--- config.mk ---
export PLATFORM = sky130hd
export DESIGN_NAME = ultrasonic_echo_ranger
export DESIGN_NICKNAME = d
export VERILOG_FILES = /design/src/sv/uer_pkg.sv /design/src/sv/uer_dist.sv /design/src/sv/ultrasonic_echo_ranger.sv
export SDC_FILE = /design/constraint.sdc
export NUM_CORES = 2
export LEC_CHECK = 0
export BUFFER_PORTS_ARGS = -buffer_cell sky130_fd_sc_hd__buf_4
export CAP_MARGIN = 20
export CORE_ASPECT_RATIO = 2
export CORE_MARGIN = 2
export CORE_UTILIZATION = 43
export DETAILED_ROUTE_END_ITERATION = 6
export GPL_TIMING_DRIVEN = 1
export PLACE_DENSITY = 0.65
export SLEW_MARGIN = 0
export SYNTH_ARGS = -nofsm -noshare
export SYNTH_HDL_FRONTEND = slang
export SYNTH_HIERARCHICAL = 1
export SYNTH_SLANG_ARGS = --single-unit
export TNS_END_PERCENT = 10
--- constraint.sdc ---
create_clock -name clk -period 11.4 [get_ports clk]
set_input_delay 0.57 -clock clk [delete_from_list [all_inputs] [get_ports clk]]
set_output_delay 0.57 -clock clk [all_outputs]
set_load 0.05 [all_outputs]
--- src/sv/uer_pkg.sv ---
// ----------------------------------------------------------------------------
// uer_pkg
// Shared types, constants and helpers for the ultrasonic echo ranger.
// ----------------------------------------------------------------------------
package uer_pkg;

  localparam int COUNTER_BITS_DEF = 16;

  localparam int ADDR_BITS = 4;
  localparam int DATA_BITS = 32;

  typedef enum logic [1:0] {
    REG_TEMPERATURE = 2'd0,
    REG_TIMEOUT     = 2'd1,
    REG_TRIGGER     = 2'd2,
    REG_FREE_MODE   = 2'd3
  } reg_index_t;

  typedef enum logic [1:0] {
    PH_IDLE = 2'd0,
    PH_TRIG = 2'd1,
    PH_WAIT = 2'd2,
    PH_HIGH = 2'd3
  } phase_t;

  typedef struct packed {
    logic start_req;
    logic echo;
  } tick_t;

  typedef struct packed {
    logic        trigger;
    logic        done_res;
    logic        timed_out;
    logic [18:0] distance_q8;
    logic        busy_res;
  } result_t;

  typedef struct packed {
    logic trigger;
    logic done_res;
    logic timed_out;
    logic busy_res;
    logic measured;
  } ctl_t;

  localparam logic [6:0]  TEMP_RESET    = 7'd20;
  localparam logic [15:0] TIMEOUT_RESET = 16'd30000;
  localparam logic [7:0]  TRIGGER_RESET = 8'd10;
  localparam logic [6:0]  TEMP_MAX      = 7'd100;

  localparam logic [18:0] SPEED_BASE  = 19'd331300;
  localparam logic [9:0]  SPEED_SLOPE = 10'd606;

  localparam logic [34:0] FREE_LIMIT = 35'd26000000000;

  localparam logic [16:0] DIV_K     = 17'd78125;
  localparam logic [17:0] DIV_K2    = 18'd156250;
  localparam logic [19:0] RECIP     = 20'd879609;
  localparam logic [35:0] SAT_X     = 36'd40960000000;
  localparam logic [18:0] DIST_MAX  = 19'h7FFFF;

  function automatic logic [18:0] speed_of(input logic [6:0] t);
    logic [6:0] tc;
    tc = (t > TEMP_MAX) ? TEMP_MAX : t;
    return SPEED_BASE + ({12'b0, tc} * {9'b0, SPEED_SLOPE});
  endfunction

endpackage

--- src/sv/uer_dist.sv ---
// ----------------------------------------------------------------------------
// uer_dist
// Distance pipeline: pulse width times speed, then division by 78125 through
// a reciprocal estimate with a remainder correction, and the result register.
// ----------------------------------------------------------------------------
module uer_dist
  import uer_pkg::*;
#(
  parameter int COUNTER_BITS = COUNTER_BITS_DEF
) (
  input  logic                    clk,
  input  logic                    rst,
  input  logic                    in_valid,
  output logic                    in_stall,
  input  uer_pkg::ctl_t           ctl,
  input  logic [COUNTER_BITS-1:0] width,
  input  logic [18:0]             speed,
  output logic                    result_valid,
  input  logic                    result_stall,
  output uer_pkg::result_t        result
);

  localparam int PW = COUNTER_BITS + 19;
  localparam int XW = (PW > 36) ? PW : 36;

  logic          v2, v3, v4;
  ctl_t          ctl2, ctl3, ctl4;
  logic [PW-1:0] x2;
  logic [35:0]   x3;
  logic [18:0]   q3, q4;
  logic          sat3, sat4;
  logic [17:0]   r4;

  logic          ld2, ld3, ld4, ld_o;
  logic [35:0]   x2_36;
  logic [39:0]   qprod;
  logic [35:0]   qk;
  logic [35:0]   rem;
  logic [18:0]   q_fix;

  assign ld_o = !result_valid || !result_stall;
  assign ld4  = !v4 || ld_o;
  assign ld3  = !v3 || ld4;
  assign ld2  = !v2 || ld3;
  assign in_stall = !ld2;

  assign x2_36 = 36'(x2);
  assign qprod = {20'b0, x2_36[35:16]} * {20'b0, RECIP};
  assign qk    = {17'b0, q3} * {19'b0, DIV_K};
  assign rem   = x3 - qk;

  always_comb begin
    if (r4 >= DIV_K2) begin
      q_fix = q4 + 19'd2;
    end else if (r4 >= 18'(DIV_K)) begin
      q_fix = q4 + 19'd1;
    end else begin
      q_fix = q4;
    end
  end

  always_ff @(posedge clk) begin
    if (rst) begin
      v2 <= 1'b0;
      v3 <= 1'b0;
      v4 <= 1'b0;
      result_valid <= 1'b0;
    end else begin
      if (ld2) begin
        v2 <= in_valid;
      end
      if (ld3) begin
        v3 <= v2;
      end
      if (ld4) begin
        v4 <= v3;
      end
      if (ld_o) begin
        result_valid <= v4;
      end
    end
  end

  always_ff @(posedge clk) begin
    if (ld2 && in_valid) begin
      ctl2 <= ctl;
      x2   <= {19'b0, width} * {{(PW-19){1'b0}}, speed};
    end
    if (ld3 && v2) begin
      ctl3 <= ctl2;
      x3   <= x2_36;
      q3   <= qprod[38:20];
      sat3 <= XW'(x2) >= XW'(SAT_X);
    end
    if (ld4 && v3) begin
      ctl4 <= ctl3;
      q4   <= q3;
      r4   <= rem[17:0];
      sat4 <= sat3;
    end
    if (ld_o && v4) begin
      result.trigger   <= ctl4.trigger;
      result.done_res  <= ctl4.done_res;
      result.timed_out <= ctl4.timed_out;
      result.busy_res  <= ctl4.busy_res;
      if (!ctl4.measured) begin
        result.distance_q8 <= '0;
      end else if (sat4) begin
        result.distance_q8 <= DIST_MAX;
      end else begin
        result.distance_q8 <= q_fix;
      end
    end
  end

  a_rem_bound: assert property (@(posedge clk) disable iff (rst)
    v3 && !sat3 |-> rem < 36'(DIV_K2) + 36'(DIV_K))
    else $error("reciprocal estimate off by more than two");

  a_timeout_zero: assert property (@(posedge clk) disable iff (rst)
    result_valid && result.timed_out |-> result.done_res && result.distance_q8 == '0)
    else $error("timed out item carries a distance");

  a_idle_zero: assert property (@(posedge clk) disable iff (rst)
    result_valid && !result.done_res |-> result.distance_q8 == '0)
    else $error("distance given without a finished measurement");

endmodule

--- src/sv/ultrasonic_echo_ranger.sv ---
// A result item passes from the state register through v2, v3, v4 and the result register.
// Throughput: one tick item per cycle while tick_stall is low; the measurement state updates at accept.
// The distance division runs in a 4-stage pipeline behind the state register.
// Reset clears the measurement state and the pipeline and loads the register
// defaults: 20 C, 30000 us timeout, 10 us trigger, timeout mode.
// ----------------------------------------------------------------------------
// ultrasonic_echo_ranger
// Trigger pulse generation, echo pulse timing with timeout or free-mode
// retrigger, and distance conversion with speed of sound by temperature.
// ----------------------------------------------------------------------------
module ultrasonic_echo_ranger
  import uer_pkg::*;
#(
  parameter int COUNTER_BITS = COUNTER_BITS_DEF
) (
  input  logic                          clk,
  input  logic                          rst,
  input  logic                          psel,
  input  logic                          penable,
  input  logic                          pwrite,
  input  logic [uer_pkg::ADDR_BITS-1:0] paddr,
  input  logic [uer_pkg::DATA_BITS-1:0] pwdata,
  output logic [uer_pkg::DATA_BITS-1:0] prdata,
  output logic                          pready,
  input  logic                          tick_valid,
  output logic                          tick_stall,
  input  uer_pkg::tick_t                tick,
  output logic                          result_valid,
  input  logic                          result_stall,
  output uer_pkg::result_t              result
);

  localparam int CB = COUNTER_BITS;
  localparam int WW = (CB > 16) ? CB : 16;
  localparam int FW = (CB + 19 > 35) ? CB + 19 : 35;

  logic [6:0]  temperature_c;
  logic [15:0] timeout_us;
  logic [7:0]  trigger_us;
  logic        free_mode;
  logic [18:0] speed;

  phase_t        phase, phase_next;
  logic [7:0]    pulse_count, pulse_count_next;
  logic [CB-1:0] elapsed_ticks, elapsed_ticks_next;
  logic [CB-1:0] echo_width, echo_width_next;
  logic          echo_last;
  ctl_t          ctl_next;

  logic          s1_v;
  ctl_t          s1_ctl;
  logic [CB-1:0] s1_width;

  logic          dist_stall;
  logic          ld1, tick_accept;
  logic          cfg_write;
  reg_index_t    cfg_index;

  assign pready    = 1'b1;
  assign cfg_write = psel && penable && pwrite;
  assign cfg_index = reg_index_t'(paddr[3:2]);

  always_ff @(posedge clk) begin
    if (rst) begin
      temperature_c <= TEMP_RESET;
      timeout_us    <= TIMEOUT_RESET;
      trigger_us    <= TRIGGER_RESET;
      free_mode     <= 1'b0;
      speed         <= speed_of(TEMP_RESET);
    end else if (cfg_write) begin
      case (cfg_index)
        REG_TEMPERATURE: begin
          temperature_c <= pwdata[6:0];
          speed         <= speed_of(pwdata[6:0]);
        end
        REG_TIMEOUT:   timeout_us <= pwdata[15:0];
        REG_TRIGGER:   trigger_us <= pwdata[7:0];
        REG_FREE_MODE: free_mode  <= pwdata[0];
        default: ;
      endcase
    end
  end

  always_comb begin
    case (cfg_index)
      REG_TEMPERATURE: prdata = 32'(temperature_c);
      REG_TIMEOUT:     prdata = 32'(timeout_us);
      REG_TRIGGER:     prdata = 32'(trigger_us);
      REG_FREE_MODE:   prdata = 32'(free_mode);
      default:         prdata = '0;
    endcase
  end

  assign ld1         = !s1_v || !dist_stall;
  assign tick_stall  = !ld1;
  assign tick_accept = tick_valid && ld1;

  always_comb begin
    logic [7:0]     tlen;
    logic [15:0]    tmo;
    logic           waiting;
    logic [CB+18:0] free_prod;
    tlen    = (trigger_us == 8'd0) ? 8'd1 : trigger_us;
    tmo     = (timeout_us == 16'd0) ? 16'd1 : timeout_us;
    waiting = 1'b0;
    phase_next         = phase;
    pulse_count_next   = pulse_count;
    elapsed_ticks_next = elapsed_ticks;
    echo_width_next    = echo_width;
    ctl_next           = '0;

    if (tick.start_req) begin
      phase_next         = PH_TRIG;
      pulse_count_next   = '0;
      elapsed_ticks_next = '0;
      echo_width_next    = '0;
    end

    case (phase_next)
      PH_TRIG: begin
        ctl_next.trigger = 1'b1;
        pulse_count_next = pulse_count_next + 8'd1;
        if (pulse_count_next >= tlen) begin
          phase_next         = PH_WAIT;
          pulse_count_next   = '0;
          elapsed_ticks_next = '0;
        end
      end
      PH_WAIT: begin
        if (!(&elapsed_ticks_next)) begin
          elapsed_ticks_next = elapsed_ticks_next + CB'(1);
        end
        if (tick.echo && !echo_last) begin
          phase_next      = PH_HIGH;
          echo_width_next = CB'(1);
        end
        waiting = 1'b1;
      end
      PH_HIGH: begin
        if (!(&elapsed_ticks_next)) begin
          elapsed_ticks_next = elapsed_ticks_next + CB'(1);
        end
        if (tick.echo) begin
          if (!(&echo_width_next)) begin
            echo_width_next = echo_width_next + CB'(1);
          end
          waiting = 1'b1;
        end else begin
          ctl_next.done_res = 1'b1;
          ctl_next.measured = 1'b1;
          phase_next        = PH_IDLE;
        end
      end
      default: phase_next = PH_IDLE;
    endcase

    free_prod = {19'b0, elapsed_ticks_next} * {{CB{1'b0}}, speed};
    if (waiting) begin
      if (!free_mode) begin
        if (WW'(elapsed_ticks_next) >= WW'(tmo) || (&elapsed_ticks_next)) begin
          ctl_next.done_res  = 1'b1;
          ctl_next.timed_out = 1'b1;
          ctl_next.measured  = 1'b0;
          phase_next         = PH_IDLE;
        end
      end else if (tick.echo && FW'(free_prod) > FW'(FREE_LIMIT)) begin
        phase_next         = PH_TRIG;
        pulse_count_next   = '0;
        elapsed_ticks_next = '0;
        echo_width_next    = '0;
      end
    end

    ctl_next.busy_res = (phase_next != PH_IDLE);
  end

  always_ff @(posedge clk) begin
    if (rst) begin
      phase         <= PH_IDLE;
      pulse_count   <= '0;
      elapsed_ticks <= '0;
      echo_width    <= '0;
      echo_last     <= 1'b0;
      s1_v          <= 1'b0;
    end else begin
      if (tick_accept) begin
        phase         <= phase_next;
        pulse_count   <= pulse_count_next;
        elapsed_ticks <= elapsed_ticks_next;
        echo_width    <= echo_width_next;
        echo_last     <= tick.echo;
      end
      if (ld1) begin
        s1_v <= tick_valid;
      end
    end
  end

  always_ff @(posedge clk) begin
    if (tick_accept) begin
      s1_ctl   <= ctl_next;
      s1_width <= echo_width_next;
    end
  end

  uer_dist #(
    .COUNTER_BITS(COUNTER_BITS)
  ) u_dist (
    .clk          (clk),
    .rst          (rst),
    .in_valid     (s1_v),
    .in_stall     (dist_stall),
    .ctl          (s1_ctl),
    .width        (s1_width),
    .speed        (speed),
    .result_valid (result_valid),
    .result_stall (result_stall),
    .result       (result)
  );

  a_start_trig: assert property (@(posedge clk) disable iff (rst)
    tick_accept && tick.start_req |=> s1_v && s1_ctl.trigger)
    else $error("start item did not drive the trigger");

  a_trig_busy: assert property (@(posedge clk) disable iff (rst)
    s1_v && s1_ctl.trigger |-> s1_ctl.busy_res)
    else $error("trigger driven while not busy");

  a_pulse_clear: assert property (@(posedge clk) disable iff (rst)
    phase != PH_TRIG |-> pulse_count == '0)
    else $error("pulse counter left over outside the trigger phase");

endmodule

**Word-level counts from Yosys, hierarchy flattened**

Cells that the tools add are included.

- Flip-flop bits (word level): 269
- Input bits: 45
- Output and inout bits: 58
- Logic and storage cells: 158

- Add/subtract/negate cells: 7
- Multiply operators: 5
- Magnitude comparators: 7
- Eq/ne operators: 6
- Mux-type cells: 48
- Bitwise operators: 1
- Reduce and logical (&&, ||, !) cells: 36

Operators by type and width:

| operator | count |
|---|---|
| 16-bit two-way mux | 14 |
| 32-bit one-hot mux with 4 select lines | 1 |
| 16-bit by 19-bit multiplier with 35-bit output | 2 |
| 16-bit one-hot mux with 2 select lines | 2 |
| 19-bit two-way mux | 3 |
| 8-bit two-way mux | 7 |
| 16-bit AND reduction | 3 |
| 19-bit by 20-bit multiplier with 39-bit output (second input constant) | 1 |
| 35-bit by 36-bit >= comparator with 1-bit output (second input constant) | 1 |
| 35-bit greater-than comparator (second input constant) | 1 |
| 16-bit by 1-bit adder with 16-bit output (second input constant) | 2 |
| 2-bit two-way mux | 11 |
| 19-bit by 1-bit adder with 19-bit output (second input constant) | 1 |
| 19-bit by 17-bit adder with 19-bit output (first input constant) | 1 |
| 19-bit by 2-bit adder with 19-bit output (second input constant) | 1 |
| 19-bit by 17-bit multiplier with 18-bit output (second input constant) | 1 |
| 18-bit by 17-bit >= comparator with 1-bit output (second input constant) | 1 |
| 18-bit >= comparator (second input constant) | 1 |
| 18-bit subtractor | 1 |
| 16-bit >= comparator | 1 |
| 16-bit zero test | 1 |
| 7-bit by 9-bit multiplier with 16-bit output (second input constant) | 1 |
| 1-bit logical AND | 9 |
| 8-bit by 1-bit adder with 8-bit output (second input constant) | 1 |
| other kinds (16) | 42 |

**Longest topological paths before layout**

- Depth after elaboration: 12
- Depth in mapped cells: 45
- Depth with buffers taken out: 38

**Modules after synthesis**

Netlist, hierarchy kept.

By module, submodules not included:

| module | instances | cells each | area an instance (um2) | seq. area each (um2) |
|---|---|---|---|---|
| uer_dist | 1 | 2,496 | 25,483.2 | 4,494.3 |
| ultrasonic_echo_ranger | 1 | 2,144 | 18,056.1 | 2,492.4 |

**Least setup slack after synthesis**

OpenSTA, ideal clock, no wires.

- Kind: input -> register
- From: input tick[1] (netlist name)
- To: register s1_width[8], data pin
- Library setup time: 0.255 ns
- Arrival: 10.036 ns
- Data required time: 11.145 ns
- Setup slack: 1.109 ns
- Stages on the path: 42
- Buffers on the path: 9
- Cell sequence: buf_1 clkbuf_1 buf_1 clkbuf_1 nor2b_1 ha_1 nand3_1 or3_1 a21oi_1 ha_1 a21o_1 a211oi_1 o21ai_0 a21boi_0 a21oi_1 o21ai_1 clkbuf_1 clkbuf_1 [... 6 more ...] fa_1 inv_1 fa_1 inv_1 ha_1 buf_4 o21a_1 o211ai_1 o21ai_0 o41ai_2 o31a_1 xnor2_1 o311a_2 o2111ai_2 a21o_1 buf_6 buf_8 and2_1

- Cells in the longest elaborated chain, start to end: 11
- Elaborated cells on any way between the ends: 28
- Those cells by class: add/sub: 3; mul: 1; order compare: 2; eq/ne: 3; mux: 15; reduce/logical: 4

Ends and longest elaborated chain:

| element | RTL line | text |
|---|---|---|
| from (decl) | ultrasonic_echo_ranger.sv:27 | `input uer_pkg::tick_t tick,` |
| 8-bit two-way mux | ultrasonic_echo_ranger.sv:112 | `if (tick.start_req) begin` |
| 8-bit by 1-bit adder with 8-bit output | ultrasonic_echo_ranger.sv:122 | `pulse_count_next = pulse_count_next + 8'd1;` |
| 8-bit >= comparator | ultrasonic_echo_ranger.sv:123 | `if (pulse_count_next >= tlen) begin` |
| 16-bit two-way mux | ultrasonic_echo_ranger.sv:123 |  |
| 16-bit one-hot mux with 2 select lines | ultrasonic_echo_ranger.sv:119 | `case (phase_next)` |
| 16-bit by 19-bit multiplier with 35-bit output | ultrasonic_echo_ranger.sv:157 | `free_prod = {19'b0, elapsed_ticks_next} * {{CB{1'b0}}, speed};` |
| 35-bit greater-than comparator | ultrasonic_echo_ranger.sv:166 | `end else if (tick.echo && FW'(free_prod) > FW'(FREE_LIMIT)) begin` |
| 1-bit logical AND | ultrasonic_echo_ranger.sv:166 |  |
| 16-bit two-way mux | ultrasonic_echo_ranger.sv:166 |  |
| 16-bit two-way mux | ultrasonic_echo_ranger.sv:159 | `if (!free_mode) begin` |
| 16-bit two-way mux (*) | ultrasonic_echo_ranger.sv:158 | `if (waiting) begin` |
| via echo_width_next[8] | ultrasonic_echo_ranger.sv:46 | `logic [CB-1:0] echo_width, echo_width_next;` |
| to (signal assigned) | ultrasonic_echo_ranger.sv:202 | `s1_width <= echo_width_next;` |
| to (decl) | ultrasonic_echo_ranger.sv:52 | `logic [CB-1:0] s1_width;` |

The timed path passes the listed nets; every way through them passes the cells marked *.
A chain may end at the register's enable or synchronous reset.

**Final worst setup path**

- From: register pulse_count[0]
- To: register echo_width[15]

- Cells in the longest elaborated chain, start to end: 11

Ends and longest elaborated chain:

| element | RTL line | text |
|---|---|---|
| from (decl) | ultrasonic_echo_ranger.sv:44 | `logic [7:0] pulse_count, pulse_count_next;` |
| from (signal assigned) | ultrasonic_echo_ranger.sv:188 | `pulse_count <= pulse_count_next;` |
| 8-bit two-way mux | ultrasonic_echo_ranger.sv:112 |  |
| 8-bit by 1-bit adder with 8-bit output | ultrasonic_echo_ranger.sv:122 |  |
| 8-bit >= comparator | ultrasonic_echo_ranger.sv:123 |  |
| 16-bit two-way mux | ultrasonic_echo_ranger.sv:123 |  |
| 16-bit one-hot mux with 2 select lines | ultrasonic_echo_ranger.sv:119 |  |
| 16-bit by 19-bit multiplier with 35-bit output | ultrasonic_echo_ranger.sv:157 |  |
| 35-bit greater-than comparator | ultrasonic_echo_ranger.sv:166 |  |
| 1-bit logical AND | ultrasonic_echo_ranger.sv:166 |  |
| 16-bit two-way mux | ultrasonic_echo_ranger.sv:166 |  |
| 16-bit two-way mux | ultrasonic_echo_ranger.sv:159 |  |
| 16-bit two-way mux | ultrasonic_echo_ranger.sv:158 |  |
| to (signal assigned) | ultrasonic_echo_ranger.sv:190 | `echo_width <= echo_width_next;` |
| to (decl) | ultrasonic_echo_ranger.sv:46 |  |

Every way passes these cells.

==> results.toml <==
[run_status]
status = "completed"

[logic_synthesis]
synthArstFlopShare = 0
synth-edff-count = 168
synth_area_per_cell_um2 = 9.38
synthFlopType = "edfxtp_1"
synth_xor_xnor_area_share = 0.0288
yosys-top-cells-count = "inv_1, fa_1, ha_1, nand2_1, and2_1"
netlist_instances = 4640
synth_compound_area_frac = 0.0968
ys_seq_area_frac = 0.160
yosysTopAreaCellShare = 0.313
synth_top_family_by_area = "adder cells"
ys_warn_count = 6
yosysTopAreaCell = "fa_1"
synth.distinct_cells = 96
synth_mux_area_frac = 0.00397
yosysMostFrequentCell = "inv_1"
synthTopCellsByArea = "fa_1, ha_1, edfxtp_1, inv_1, dfxtp_1"
syn_area_um2 = 43500
synth_adder_area_share = 0.467
synth-simple-area-share = 0.141
ys_ff_latch = 265

[min_path]
min-delay-start = "pwdata[10]"
hold_class = "input port to flop"

[clock_network]
cts_sinks = 265
clock_path_buffers = 3
post_cts_resized = 0
cts_setup_buffers = 0
h-tree-depth = 1
clock-root-buffer = "clkbuf_16"
insertion_delay_ps = 610
hold_buffers = 0
cts_tree = "done"
clk_pin_slew_worst_paths_ps = 70
numCtsBuffers = 28

[sta]
fin_crit_ps = 10510
tns_ps = 0
slew-limit-headroom = 0.247
timing.fmax_mhz = 95.1
rsz0062_at_grt = "false"
worstMarginPinSlew_ps = 1120
setup_ws_ps = 889
fin_worst_hold_slack_ps = 182
setup_viol = 0
finClkSkew_ps = 25.1
hold_violations = 0
finalMaxSlewViolations = 0
post-route-period-util = 0.922

[global_routing]
grt_pass1_vias = 34900
grt_max_degree = 44
grt_pass1_wl_um = 177000
grtUsageTotal = 0.214
antenna_found_initial = 2
overflow = 0

[finish]
syn_to_final_growth_pct = 7.50
fillers = 9718
antennaDiodeCount = 0
stdcell_area_um2 = 46800
nets = 5939
drive_above_1_share = 0.0583

[worst_setup_path]
cp_slowest_cell = "a21oi_4"
reg2reg_from = "pulse_count[0]"
crit_type = "flop to flop"
cp_common_cell = "fa_1"
start_kind = "flop"
slowest_delay_ps = 610
end_kind = "flop"
crit_required_ps = 11860
worstPathMaxFanout = 17
worstSetupStartpoint = "pulse_count[0]"
cp_data_arrival_time_ps = 10970

[routing]
drc_errors = 0
wirelength_um = 109000
firstDrtPassIters = 5
wl_per_cell_um = 18.0
drt_first_iter_violations = 1137
route.vias.total = 31900
drtAntennaViolNets = 0
via_per_inst = 5.28

[floorplanning]
rows = 165
die-width_um = 229
placeableCoreArea_um2 = 101000
pin_count = 103
start_util = 0.432
die-height_um = 454
die_area_um2 = 104000

[place]
placed_cell_area_um2 = 45900
routabilityCongestion = 0.949
portBuffers = 67
pre_cts_slack_ps = 287
dp_hpwl_um = 89700

[job]
cap_violations = 0
==> state kept, by name (all words and copies together) (netlist names), 7 cells and up <==
register / count
echo_width: 16
elapsed_ticks: 16
pulse_count: 8
s1_width: 16
speed: 17
temperature_c: 7
timeout_us: 16
trigger_us: 8
u_dist/q3: 19
u_dist/q4: 19
u_dist/r4: 18
u_dist/result: 23
u_dist/x2: 35
u_dist/x3: 18
==> stage by stage <==
step | util | cells
after global placement | 0.455 | 5983
after floorplan | - | 4669
after detailed placement | 0.455 | 5983
after global routing | 0.465 | 6034
final | 0.465 | 6034
after CTS | 0.464 | 6033
==> worst paths after layout <==
path | endpoint | slack, ps | cells after the start
min | timeout_us[10] | 180 | 3
max reg2reg | echo_width[15] | 890 | 35
min reg2reg | u_dist/x3[13] | 420 | 0
max | echo_width[15] | 890 | 35
==> cell usage in the layout (no fill, tap or decap), drive strengths merged, types with 42 or more instances in the layout <==
cell type	n
inv	967
fa	681
ha	535
nand2	484
and2	305
edfxtp	168
a21oi	162
buf	161
nor2	138
o21ai	131
xnor2	101
dfxtp	97
nand3	65
a21o	56
nor3	43
xor2	42
==> area by class of cell <==
cell class                 instances  area, um^2  area share
clock inverter                    17         176     0.00377
timing repair buffer             161        1310      0.0280
clock buffer                      33         729      0.0156
multi-input combinational       3257       32300       0.690
tap                             1336        1670      0.0357
inverter                         965        3620      0.0774
sequential                       265        6990       0.149
==> metal layers <==
metal  routed length, um  track usage  vias to the layer above
met1               34700        0.194                    15900
met3                2860       0.0176                      374
met5                  12            0                        -
met4                8310        0.144                        2
met2               62800        0.439                      727
li1                    -            -                    14900
==> critical path: cells and delay by family (launching register included) <==
kind / cells / cell delay (ps)
flops: 1 / 400
compound gates: 12 / 3540
fa+ha+maj: 9 / 3950
xor+xnor: 1 / 140
buf+inv: 5 / 670
simple gates: 8 / 1620
==> cells by family (layout without fill, tap and decap cells) <==
kind of cell             after synthesis  after routing
flip-flops                           265            265
buffers and inverters               1148           1176
adder cells (fa/ha/maj)             1216           1216
other                                  2             31
XOR/XNOR                             143            143
AND/OR/NAND/NOR                     1236           1236
multiplexers                          16             16
AO/OA/AOI/OAI                        614            615
Power is not shown: default switching activity piles up to over one toggle a cycle in this logic, so the estimate is an artifact.
